==> config.mk <==
export PLATFORM = sky130hd
export DESIGN_NAME = i2c_display_write_sequencer_core
export DESIGN_NICKNAME = d
export VERILOG_FILES = /design/src/hw/rtl/idws_pkg.sv /design/src/hw/rtl/idws_front.sv /design/src/hw/rtl/idws_back.sv /design/src/hw/rtl/i2c_display_write_sequencer_core.sv
export SDC_FILE = /design/constraint.sdc
export NUM_CORES = 1
export LEC_CHECK = 0
export ABC_CLOCK_PERIOD_IN_PS = 4580
export BUFFER_PORTS_ARGS = -buffer_cell sky130_fd_sc_hd__buf_2
export CAP_MARGIN = 10
export CORE_MARGIN = 1.5
export CORE_UTILIZATION = 55
export CTS_CLUSTER_DIAMETER = 120
export CTS_CLUSTER_SIZE = 25
export DETAILED_ROUTE_END_ITERATION = 8
export GPL_TIMING_DRIVEN = 0
export HOLD_SLACK_MARGIN = 0.05
export PLACE_DENSITY_LB_ADDON = 0.3
export SETUP_SLACK_MARGIN = 0.3
export SYNTH_ARGS = -nofsm -noshare
export SYNTH_HDL_FRONTEND = slang
export SYNTH_SLANG_ARGS = --single-unit
==> constraint.sdc <==
create_clock -name clock -period 4.58 [get_ports clock]
set_input_delay 0.458 -clock clock [delete_from_list [all_inputs] [get_ports clock]]
set_output_delay 0.458 -clock clock [all_outputs]
set_load 0.005 [all_outputs]
==> src/hw/rtl/idws_pkg.sv <==
// Shared types, register indexes and helper functions for the I2C display write sequencer.
// Used by idws_front, idws_back and i2c_display_write_sequencer_core; depends on nothing.
`default_nettype none

package idws_pkg;

   localparam logic [1:0] OP_TICK    = 2'd0;
   localparam logic [1:0] OP_COMMAND = 2'd1;
   localparam logic [1:0] OP_DATA    = 2'd2;

   localparam logic [1:0] CSR_DEVICE_ADDRESS   = 2'd0;
   localparam logic [1:0] CSR_LONG_HOLD_TICKS  = 2'd1;
   localparam logic [1:0] CSR_SHORT_HOLD_TICKS = 2'd2;

   localparam logic [7:0] RESET_DEVICE_ADDRESS   = 8'h78;
   localparam logic [7:0] RESET_LONG_HOLD_TICKS  = 8'd5;
   localparam logic [7:0] RESET_SHORT_HOLD_TICKS = 8'd2;

   localparam logic [7:0] CTRL_COMMAND = 8'h00;
   localparam logic [7:0] CTRL_DATA    = 8'h40;

   localparam logic [1:0] BYTE_ADDRESS = 2'd0;
   localparam logic [1:0] BYTE_CONTROL = 2'd1;
   localparam logic [1:0] BYTE_PAYLOAD = 2'd2;

   localparam int QUEUE_DEPTH = 2;
   localparam int QUEUE_PTR_W = $clog2(QUEUE_DEPTH);
   localparam int QUEUE_CNT_W = $clog2(QUEUE_DEPTH + 1);

   typedef struct packed {
      logic [1:0] operation;
      logic [7:0] payload;
   } req_type;

   typedef struct packed {
      logic scl;
      logic sda;
      logic busy_res;
      logic rejected;
   } rsp_type;

   typedef struct packed {
      logic       is_request;
      logic       is_data;
      logic [7:0] payload;
   } tick_type;

   typedef struct packed {
      logic     valid;
      tick_type tick;
   } queue_head_type;

   typedef struct packed {
      logic [7:0] device_address;
      logic [7:0] long_hold_ticks;
      logic [7:0] short_hold_ticks;
   } csr_type;

   typedef enum logic [9:0] {
      PH_IDLE     = 10'b00_0000_0001,
      PH_START_A  = 10'b00_0000_0010,
      PH_START_B  = 10'b00_0000_0100,
      PH_BIT_LOW  = 10'b00_0000_1000,
      PH_BIT_HIGH = 10'b00_0001_0000,
      PH_ACK_LOW  = 10'b00_0010_0000,
      PH_ACK_HIGH = 10'b00_0100_0000,
      PH_STOP_LOW = 10'b00_1000_0000,
      PH_STOP_A   = 10'b01_0000_0000,
      PH_STOP_B   = 10'b10_0000_0000
   } phase_type;

   function automatic logic [7:0] hold_of(input logic [7:0] value);
      hold_of = (value == 8'd0) ? 8'd1 : value;
   endfunction

endpackage

`default_nettype wire

==> src/hw/rtl/idws_front.sv <==
// Front end of the I2C display write sequencer: classifies each tick and queues it.
// Depends on idws_pkg.
`default_nettype none

module idws_front (
   input  wire                      clock,
   input  wire                      reset,
   input  wire                      req_valid,
   output logic                     req_stall,
   input  idws_pkg::req_type        req_item,
   output idws_pkg::queue_head_type head,
   input  wire                      pop
);

   idws_pkg::tick_type                  entry_ff [idws_pkg::QUEUE_DEPTH];
   idws_pkg::tick_type                  tick_in;
   logic [idws_pkg::QUEUE_PTR_W-1:0]    wr_ptr_ff, wr_ptr_in;
   logic [idws_pkg::QUEUE_PTR_W-1:0]    rd_ptr_ff, rd_ptr_in;
   logic [idws_pkg::QUEUE_CNT_W-1:0]    count_ff, count_in;
   logic                                push;
   logic                                do_pop;

   assign req_stall = (count_ff == idws_pkg::QUEUE_CNT_W'(idws_pkg::QUEUE_DEPTH));
   assign push      = req_valid && !req_stall;
   assign do_pop    = pop && (count_ff != '0);

   always_comb begin
      tick_in.is_request = (req_item.operation == idws_pkg::OP_COMMAND) ||
                           (req_item.operation == idws_pkg::OP_DATA);
      tick_in.is_data    = (req_item.operation == idws_pkg::OP_DATA);
      tick_in.payload    = req_item.payload;
   end

   always_comb begin
      wr_ptr_in = wr_ptr_ff;
      rd_ptr_in = rd_ptr_ff;
      count_in  = count_ff;
      if (push) begin
         wr_ptr_in = (wr_ptr_ff == idws_pkg::QUEUE_PTR_W'(idws_pkg::QUEUE_DEPTH - 1)) ?
                     '0 : wr_ptr_ff + 1'b1;
      end
      if (do_pop) begin
         rd_ptr_in = (rd_ptr_ff == idws_pkg::QUEUE_PTR_W'(idws_pkg::QUEUE_DEPTH - 1)) ?
                     '0 : rd_ptr_ff + 1'b1;
      end
      if (push && !do_pop) begin
         count_in = count_ff + 1'b1;
      end else if (!push && do_pop) begin
         count_in = count_ff - 1'b1;
      end
   end

   always_ff @(posedge clock) begin
      if (reset) begin
         wr_ptr_ff <= '0;
         rd_ptr_ff <= '0;
         count_ff  <= '0;
      end else begin
         wr_ptr_ff <= wr_ptr_in;
         rd_ptr_ff <= rd_ptr_in;
         count_ff  <= count_in;
      end
   end

   always_ff @(posedge clock) begin
      if (push) begin
         entry_ff[wr_ptr_ff] <= tick_in;
      end
   end

   assign head.valid = (count_ff != '0);
   assign head.tick  = entry_ff[rd_ptr_ff];

endmodule

`default_nettype wire

==> src/hw/rtl/idws_back.sv <==
// Back end of the I2C display write sequencer: bus phase sequencer and result register.
// Depends on idws_pkg.
`default_nettype none

module idws_back (
   input  wire                      clock,
   input  wire                      reset,
   input  idws_pkg::csr_type        csr,
   input  idws_pkg::queue_head_type head,
   output logic                     pop,
   output logic                     rsp_valid,
   input  wire                      rsp_stall,
   output idws_pkg::rsp_type        rsp_item
);

   idws_pkg::phase_type phase_ff, phase_in;
   idws_pkg::phase_type target;
   logic [2:0]          bit_count_ff, bit_count_in;
   logic [1:0]          byte_select_ff, byte_select_in;
   logic [7:0]          shift_byte_ff, shift_byte_in;
   logic [7:0]          hold_count_ff, hold_count_in;
   logic [7:0]          held_payload_ff, held_payload_in;
   logic                is_data_ff, is_data_in;
   logic                scl_ff, scl_in;
   logic                sda_ff, sda_in;
   logic                rsp_valid_ff, rsp_valid_in;
   idws_pkg::rsp_type   rsp_item_ff, rsp_item_in;
   logic                enter_en;
   logic                rejected;
   logic [7:0]          long_hold;
   logic [7:0]          short_hold;

   assign pop        = head.valid && (!rsp_valid_ff || !rsp_stall);
   assign long_hold  = idws_pkg::hold_of(csr.long_hold_ticks);
   assign short_hold = idws_pkg::hold_of(csr.short_hold_ticks);

   always_comb begin
      phase_in        = phase_ff;
      bit_count_in    = bit_count_ff;
      byte_select_in  = byte_select_ff;
      shift_byte_in   = shift_byte_ff;
      hold_count_in   = hold_count_ff;
      held_payload_in = held_payload_ff;
      is_data_in      = is_data_ff;
      scl_in          = scl_ff;
      sda_in          = sda_ff;
      enter_en        = 1'b0;
      target          = idws_pkg::PH_IDLE;
      rejected        = 1'b0;

      if (pop) begin
         if (phase_ff == idws_pkg::PH_IDLE) begin
            if (head.tick.is_request) begin
               held_payload_in = head.tick.payload;
               is_data_in      = head.tick.is_data;
               shift_byte_in   = csr.device_address;
               byte_select_in  = idws_pkg::BYTE_ADDRESS;
               bit_count_in    = 3'd0;
               enter_en        = 1'b1;
               target          = idws_pkg::PH_START_A;
            end
         end else begin
            rejected = head.tick.is_request;
            if (hold_count_ff <= 8'd1) begin
               enter_en = 1'b1;
               unique case (phase_ff)
                  idws_pkg::PH_START_A: begin
                     target = idws_pkg::PH_START_B;
                  end
                  idws_pkg::PH_START_B: begin
                     byte_select_in = idws_pkg::BYTE_ADDRESS;
                     bit_count_in   = 3'd0;
                     target         = idws_pkg::PH_BIT_LOW;
                  end
                  idws_pkg::PH_BIT_LOW: begin
                     target = idws_pkg::PH_BIT_HIGH;
                  end
                  idws_pkg::PH_BIT_HIGH: begin
                     if (bit_count_ff == 3'd7) begin
                        target = idws_pkg::PH_ACK_LOW;
                     end else begin
                        bit_count_in  = bit_count_ff + 3'd1;
                        shift_byte_in = {shift_byte_ff[6:0], 1'b0};
                        target        = idws_pkg::PH_BIT_LOW;
                     end
                  end
                  idws_pkg::PH_ACK_LOW: begin
                     target = idws_pkg::PH_ACK_HIGH;
                  end
                  idws_pkg::PH_ACK_HIGH: begin
                     if (byte_select_ff >= idws_pkg::BYTE_PAYLOAD) begin
                        target = idws_pkg::PH_STOP_LOW;
                     end else begin
                        byte_select_in = byte_select_ff + 2'd1;
                        bit_count_in   = 3'd0;
                        if (byte_select_ff == idws_pkg::BYTE_ADDRESS) begin
                           shift_byte_in = is_data_ff ? idws_pkg::CTRL_DATA :
                                                        idws_pkg::CTRL_COMMAND;
                        end else begin
                           shift_byte_in = held_payload_ff;
                        end
                        target = idws_pkg::PH_BIT_LOW;
                     end
                  end
                  idws_pkg::PH_STOP_LOW: begin
                     target = idws_pkg::PH_STOP_A;
                  end
                  idws_pkg::PH_STOP_A: begin
                     target = idws_pkg::PH_STOP_B;
                  end
                  default: begin
                     target = idws_pkg::PH_IDLE;
                  end
               endcase
            end else begin
               hold_count_in = hold_count_ff - 8'd1;
            end
         end
      end

      if (enter_en) begin
         phase_in = target;
         unique case (target)
            idws_pkg::PH_START_A: begin
               scl_in = 1'b1; sda_in = 1'b1; hold_count_in = long_hold;
            end
            idws_pkg::PH_START_B: begin
               scl_in = 1'b1; sda_in = 1'b0; hold_count_in = long_hold;
            end
            idws_pkg::PH_BIT_LOW: begin
               scl_in = 1'b0; sda_in = shift_byte_in[7]; hold_count_in = short_hold;
            end
            idws_pkg::PH_BIT_HIGH: begin
               scl_in = 1'b1; sda_in = shift_byte_in[7]; hold_count_in = short_hold;
            end
            idws_pkg::PH_ACK_LOW: begin
               scl_in = 1'b0; sda_in = 1'b1; hold_count_in = short_hold;
            end
            idws_pkg::PH_ACK_HIGH: begin
               scl_in = 1'b1; sda_in = 1'b1; hold_count_in = short_hold;
            end
            idws_pkg::PH_STOP_LOW: begin
               scl_in = 1'b0; sda_in = 1'b0; hold_count_in = short_hold;
            end
            idws_pkg::PH_STOP_A: begin
               scl_in = 1'b1; sda_in = 1'b0; hold_count_in = long_hold;
            end
            idws_pkg::PH_STOP_B: begin
               scl_in = 1'b1; sda_in = 1'b1; hold_count_in = long_hold;
            end
            default: begin
               scl_in = 1'b1; sda_in = 1'b1; hold_count_in = 8'd0;
            end
         endcase
      end
   end

   always_comb begin
      rsp_item_in.scl      = scl_in;
      rsp_item_in.sda      = sda_in;
      rsp_item_in.busy_res = (phase_in != idws_pkg::PH_IDLE);
      rsp_item_in.rejected = rejected;
      if (pop) begin
         rsp_valid_in = 1'b1;
      end else if (!rsp_stall) begin
         rsp_valid_in = 1'b0;
      end else begin
         rsp_valid_in = rsp_valid_ff;
      end
   end

   always_ff @(posedge clock) begin
      if (reset) begin
         phase_ff        <= idws_pkg::PH_IDLE;
         bit_count_ff    <= '0;
         byte_select_ff  <= '0;
         shift_byte_ff   <= '0;
         hold_count_ff   <= '0;
         held_payload_ff <= '0;
         is_data_ff      <= 1'b0;
         scl_ff          <= 1'b1;
         sda_ff          <= 1'b1;
         rsp_valid_ff    <= 1'b0;
      end else begin
         phase_ff        <= phase_in;
         bit_count_ff    <= bit_count_in;
         byte_select_ff  <= byte_select_in;
         shift_byte_ff   <= shift_byte_in;
         hold_count_ff   <= hold_count_in;
         held_payload_ff <= held_payload_in;
         is_data_ff      <= is_data_in;
         scl_ff          <= scl_in;
         sda_ff          <= sda_in;
         rsp_valid_ff    <= rsp_valid_in;
      end
   end

   always_ff @(posedge clock) begin
      if (pop) begin
         rsp_item_ff <= rsp_item_in;
      end
   end

   assign rsp_valid = rsp_valid_ff;
   assign rsp_item  = rsp_item_ff;

endmodule

`default_nettype wire

==> src/hw/rtl/i2c_display_write_sequencer_core.sv <==
// Top level of the I2C display write sequencer: configuration registers, front and back ends.
// Depends on idws_pkg, idws_front and idws_back.
`default_nettype none

// Every transaction on the req_ channel is one time tick and yields exactly one transaction on
// the rsp_ channel with the SCL and SDA levels after that tick, a busy flag and a rejected flag.
// A command or data write starts only on an idle tick; a request on a busy tick is dropped and
// flagged. The block takes one tick per clock cycle when the result side does not stall. A tick
// goes through a two-entry queue and then the phase sequencer, whose output register holds the
// result. Configuration writes take effect in the cycle after the write enable and belong to
// idle periods.
module i2c_display_write_sequencer_core (
   input  wire                clock,
   input  wire                reset,
   input  wire                req_valid,
   output logic               req_stall,
   input  idws_pkg::req_type  req_item,
   output logic               rsp_valid,
   input  wire                rsp_stall,
   output idws_pkg::rsp_type  rsp_item,
   input  wire                csr_write_enable,
   input  wire [1:0]          csr_index,
   input  wire [7:0]          csr_write_data
);

   idws_pkg::csr_type        csr_ff, csr_in;
   idws_pkg::queue_head_type head;
   logic                     pop;

   always_comb begin
      csr_in = csr_ff;
      if (csr_write_enable) begin
         unique case (csr_index)
            idws_pkg::CSR_DEVICE_ADDRESS:   csr_in.device_address   = csr_write_data;
            idws_pkg::CSR_LONG_HOLD_TICKS:  csr_in.long_hold_ticks  = csr_write_data;
            idws_pkg::CSR_SHORT_HOLD_TICKS: csr_in.short_hold_ticks = csr_write_data;
            default: begin
               csr_in = csr_ff;
            end
         endcase
      end
   end

   always_ff @(posedge clock) begin
      if (reset) begin
         csr_ff.device_address   <= idws_pkg::RESET_DEVICE_ADDRESS;
         csr_ff.long_hold_ticks  <= idws_pkg::RESET_LONG_HOLD_TICKS;
         csr_ff.short_hold_ticks <= idws_pkg::RESET_SHORT_HOLD_TICKS;
      end else begin
         csr_ff <= csr_in;
      end
   end

   idws_front u_front (
      .clock     (clock),
      .reset     (reset),
      .req_valid (req_valid),
      .req_stall (req_stall),
      .req_item  (req_item),
      .head      (head),
      .pop       (pop)
   );

   idws_back u_back (
      .clock     (clock),
      .reset     (reset),
      .csr       (csr_ff),
      .head      (head),
      .pop       (pop),
      .rsp_valid (rsp_valid),
      .rsp_stall (rsp_stall),
      .rsp_item  (rsp_item)
   );

endmodule

`default_nettype wire
# Word level (Yosys, flattened, before mapping)
# Memory sizes are Yosys's and may differ from the RTL's. A register that Yosys moved wholly into a read port is not among the register bits.
# Cells that the tools add are included.
dict set report word_totals {
  mem_bits_rw 20
  reg_bits 75
  output_inout_bits 6
  memories 1
  in_bits 25
  elab_cells 151
}
dict set report op_classes {
  n_reduce_logical 36
  addsub 7
  eq_ne 31
  magnitude_cmp 2
  mux 53
}
# memory depth width read_ports rd_clocked_by_memory_dff write_ports line_no
set mem_list {}
lappend mem_list {u_front.entry_ff 2 10 1 1 1 idws_front.sv:15} ;# idws_pkg::tick_type entry_ff [idws_pkg::QUEUE_DEPTH];
# op count
set ops {}
lappend ops {{2-to-1 mux 8 bit} 14}
lappend ops {{case mux 10 bit (8 select lines)} 1}
lappend ops {{2-to-1 mux 10 bit} 4}
lappend ops {{case mux 8 bit (2 select lines)} 2}
lappend ops {{equality test 10 x 2 -> 1 bit, second input constant} 2}
lappend ops {{equality test 10 x 3 -> 1 bit, second input constant} 2}
lappend ops {{equality test 10 x 4 -> 1 bit, second input constant} 2}
lappend ops {{equality test 10 x 5 -> 1 bit, second input constant} 2}
lappend ops {{equality test 10 x 6 -> 1 bit, second input constant} 2}
lappend ops {{equality test 10 x 7 -> 1 bit, second input constant} 2}
lappend ops {{equality test 10 x 8 -> 1 bit, second input constant} 2}
lappend ops {{equality test 10 x 9 -> 1 bit, second input constant} 2}
lappend ops {{zero test 8 bit} 2}
lappend ops {{2-to-1 mux 1 bit} 15}
lappend ops {{2-to-1 mux 3 bit} 5}
lappend ops {{2-to-1 mux 2 bit} 7}
lappend ops {{AND reduction 6 bit} 2}
lappend ops {{equality test 10 x 1 -> 1 bit, second input constant} 1}
lappend ops {{equality test 10 bit, second input constant} 1}
lappend ops {{inequality test 10 x 1 -> 1 bit, second input constant} 1}
lappend ops {{case mux 3 bit (3 select lines)} 1}
lappend ops {{less-or-equal comparator 8 x 1 -> 1 bit, second input constant} 1}
lappend ops {{inequality test 2 x 1 -> 1 bit, second input constant} 4}
lappend ops {{nonzero test 2 bit} 4}
lappend ops {{27 further kinds} 48}

# Logic depth before layout (Yosys ltp)
dict set report logic_depth {
  depth_word 10
  ltp_mapped 9
  depth_no_buf 8
}

# Hierarchy
# A second synthesis with hierarchy kept.
dict set report hier_totals {
  hier_cells 501
  area_unflattened_um2 4720.8
}
# module cells_per_inst seq_area_each_um2 area_per_inst_um2 instances
set modules_own_cells {}
lappend modules_own_cells {idws_back 345 980.9 2743.9 1}
lappend modules_own_cells {i2c_display_write_sequencer_core 97 480.5 1018.5 1}
lappend modules_own_cells {idws_front 59 700.7 958.4 1}

# Least setup slack after synthesis
# OpenSTA, ideal clock, no wires.
dict set report synth_path {
  path_type {register -> register}
  startpoint {register u_back.phase_ff[4]}
  endpoint {register u_back.rsp_item_ff (netlist bit u_back.rsp_item[2]) (data pin)}
  required_ns 4.316
  stages_incl_launch_ff 9
  synth_period_minus_slack_ns 2.275
  path_slack_ns 2.305
  path_buffers 2
  t_arrival_ns 2.011
  setup_ns 0.264
  cell_sequence {dfxtp_1 > buf_2 > nor4_4 > and4b_1 > buf_2 > nand2_1 > a21o_2 > a2111oi_2 > o21ai_1}
}
# element line_no
set synth_lines {}
lappend synth_lines {{from (decl)} idws_back.sv:16} ;# idws_pkg::phase_type phase_ff, phase_in;
lappend synth_lines {{from (signal assigned)} idws_back.sv:174} ;# phase_ff <= idws_pkg::PH_IDLE;
lappend synth_lines {{from (signal assigned)} idws_back.sv:185} ;# phase_ff <= phase_in;
lappend synth_lines {{to (signal assigned)} idws_back.sv:200} ;# rsp_item_ff <= rsp_item_in;
lappend synth_lines {{to (decl)} idws_back.sv:27} ;# idws_pkg::rsp_type rsp_item_ff, rsp_item_in;

==> metrics.yaml <==
status: "completed"
worstRegToRegCells: 8
ctsResizeCount: 0
ys_warn_count: 0
timing.final.crit_share: 0.620
die_w_um: 95.2
grt_max_degree: 18
num_antenna_cells: 0
synth-main-ff-cell: "dfxtp_1"
drive_gt1_frac: 0.152
cts_setup_buffers: 0
cts_max_level: 3
wl_per_cell_um: 17.6
grt_pass1_wl_um: 18800
final_cells: 638
cts.sinks: 96
synth_nets: 521
drt_iter0_markers: 323
ys_seq_area_frac: 0.462
ioPinCount: 31
startpoint_type: "register"
gr-total-overflow: 0
cts_buffer_depth: 2
ir_drop_v: 0.000283
syn_inst: 488
drc: 0
routed_wl_um: 11200
regArea_um2: 2160
drv_slew: 0
insertion_delay_ps: 360
max-slew-margin-rel: 0.430
cap_violations: 0
ys_seq_elements: 96
track_usage: 0.272
synthArstFlopShare: 0
dr_total_vias: 3924
power_density_nw_per_um2: 555
cts_hold_buf: 0
layout_common_cells: "72 x dfxtp_1, 61 x nor2_1, 38 x buf_2"
synth.top_cells.by_area: "dfxtp_1 31%, edfxtp_1 15%, mux2i_1 7.5%, nor2_1 4.9%, a21oi_1 3.4%"
synthDistinctLibCells: 67
worst_pin_slew_ps: 851
core_region_area_um2: 8220
synth_edf_count: 24
synth_top_area_share: 0.308
initial_core_util: 0.569
synth_area_um2: 4680
clock_skew_ps: 14.5
finalSetupViolCount: 0
arrival_ps: 3050
final_common_cell: "dfxtp_1"
p_leak_nw: 1.99
multiInputGateArea_um2: 2330
final_util: 0.632
crit_path_end_kind: "register"
dr.pass1.iters: 6
worst-path-max-fanout: 10
nets: 561
tns_ps: 0
antenna_found_initial: 0
clk_pin_slew_ps: 100
grt_setup_unrepaired: "no"
fill_cells: 705
hpwl_um: 8200
dp.cells: 622
cts_root_buf: "clkbuf_8"
die_h_um: 95.2
cts_tree: "yes"
crit_required_ps: 4790
vias_per_cell: 6.15
hold_violations: 0
p_total_mw: 2.88
synth_area_leader_cell: "dfxtp_1"
fmax_mhz: 352
die_area_um2: 9070
min_path_cells: 1
cts_inserted_buffers: 9
io_buffers: 29
routabilityCongestion: 0.947
ant_nets: 0
grt_pass1_vias: 3829
row_count: 33
area_growth_pct: 11.0
hold_path_class: "primary input to register"
min_period_ps: 2840
postSynthAreaPerCell_um2: 9.58
crit_type: "register to register"
## synth_stat cells (all sizes together) (2+ instances only)
library cell and n:
o31a 2, nand2 30, nand2b 4, or4 5, nor2 62, nor3 14, o21ai 26, buf 16
xor2 7, o211ai 3, nor2b 8, a32oi 5, a211oi 12, nand3 14, a22oi 5, inv 11
and4 3, a32o 3, and3 4, nand4 7, a21o 6, or3 5, ha 8, or2 2
dfxtp 72, a31oi 8, a21oi 34, edfxtp 24, clkbuf 13, and4b 2, nor4b 4, mux2i 35
nor3b 2, nand3b 3, o31ai 4, xnor2 2, nand4b 2, nor4 8
## area by class of cell
class | instances | area share
multi-input combinational | 352 | 0.450
timing repair buffer | 29 | 0.0280
sequential | 96 | 0.416
inverter | 11 | 0.00795
clock inverter | 5 | 0.0166
buffer | 29 | 0.0267
tap | 105 | 0.0253
clock buffer | 11 | 0.0294
## sequential cells by signal, indices dropped and copies added, names as in the netlist, named ones only
| register | flops |
|---|---|
| csr_ff | 24 |
| u_front.entry_ff | 20 |
| u_back.phase_ff | 10 |
| u_back.held_payload_ff | 8 |
| u_back.hold_count_ff | 8 |
| u_back.shift_byte_ff | 8 |
| u_back.rsp_item | 4 |
| u_back.bit_count_ff | 3 |
| u_back.byte_select_ff | 2 |
| u_front.count_ff | 2 |
| u_back.is_data_ff | 1 |
| u_back.rsp_valid | 1 |
| u_back.scl_ff | 1 |
| u_back.sda_ff | 1 |
| u_front.rd_ptr_ff | 1 |
| u_front.wr_ptr_ff | 1 |
## stage by stage
stage / hold slack, ps / setup WS (ps) / cell area (um^2)
detailed placement: 447 / 1780 / 4950
finish: 275 / 1740 / 5190
floorplan: 432 / 2300 / 4680
CTS: 263 / 1770 / 5190
global placement: 444 / 1750 / 4950
global route: 258 / 1520 / 5190
## report_power, final
group	switching, mW	internal (mW)	total, mW
clock network	0.293	0.345	0.637
logic	0.709	0.394	1.10
registers	0.0984	1.04	1.14
total	1.10	1.78	2.88
## kinds of logic after synthesis
group                      share of synthesized area
AOI/OAI and AO/OA                              0.174
adders and majority gates                     0.0214
buffers and inverters                         0.0385
xor gates and xnor gates                      0.0169
and+or+nand+nor                                0.210
DFF                                            0.462
muxes                                         0.0773
## critical path: stages, from the launching register on
cell      delay, ps
dfxtp_1         310
buf_2           290
mux2i_1         620
nand4_1         240
o211ai_1        200
buf_2           290
buf_1           480
nand2_1         140
o21ai_1         110
## final timing paths
check / from / to / slack, ps
worst max-delay path: register / u_back.rsp_item[2] / 1740
worst min register to register: u_back.shift_byte_ff[0] / u_back.shift_byte_ff[0] / 460
worst min-delay path: req_item[4] / u_front.entry_ff[0][4] / 270
worst max register to register: register / u_back.rsp_item[2] / 1740
## per-layer routing
layer,GRT usage,share of wire
met5,0,0
met4,0.119,0.021
met3,0.0423,0.054
met2,0.432,0.47
met1,0.366,0.45
No activity file was read; power rests on OpenSTA's default activity.
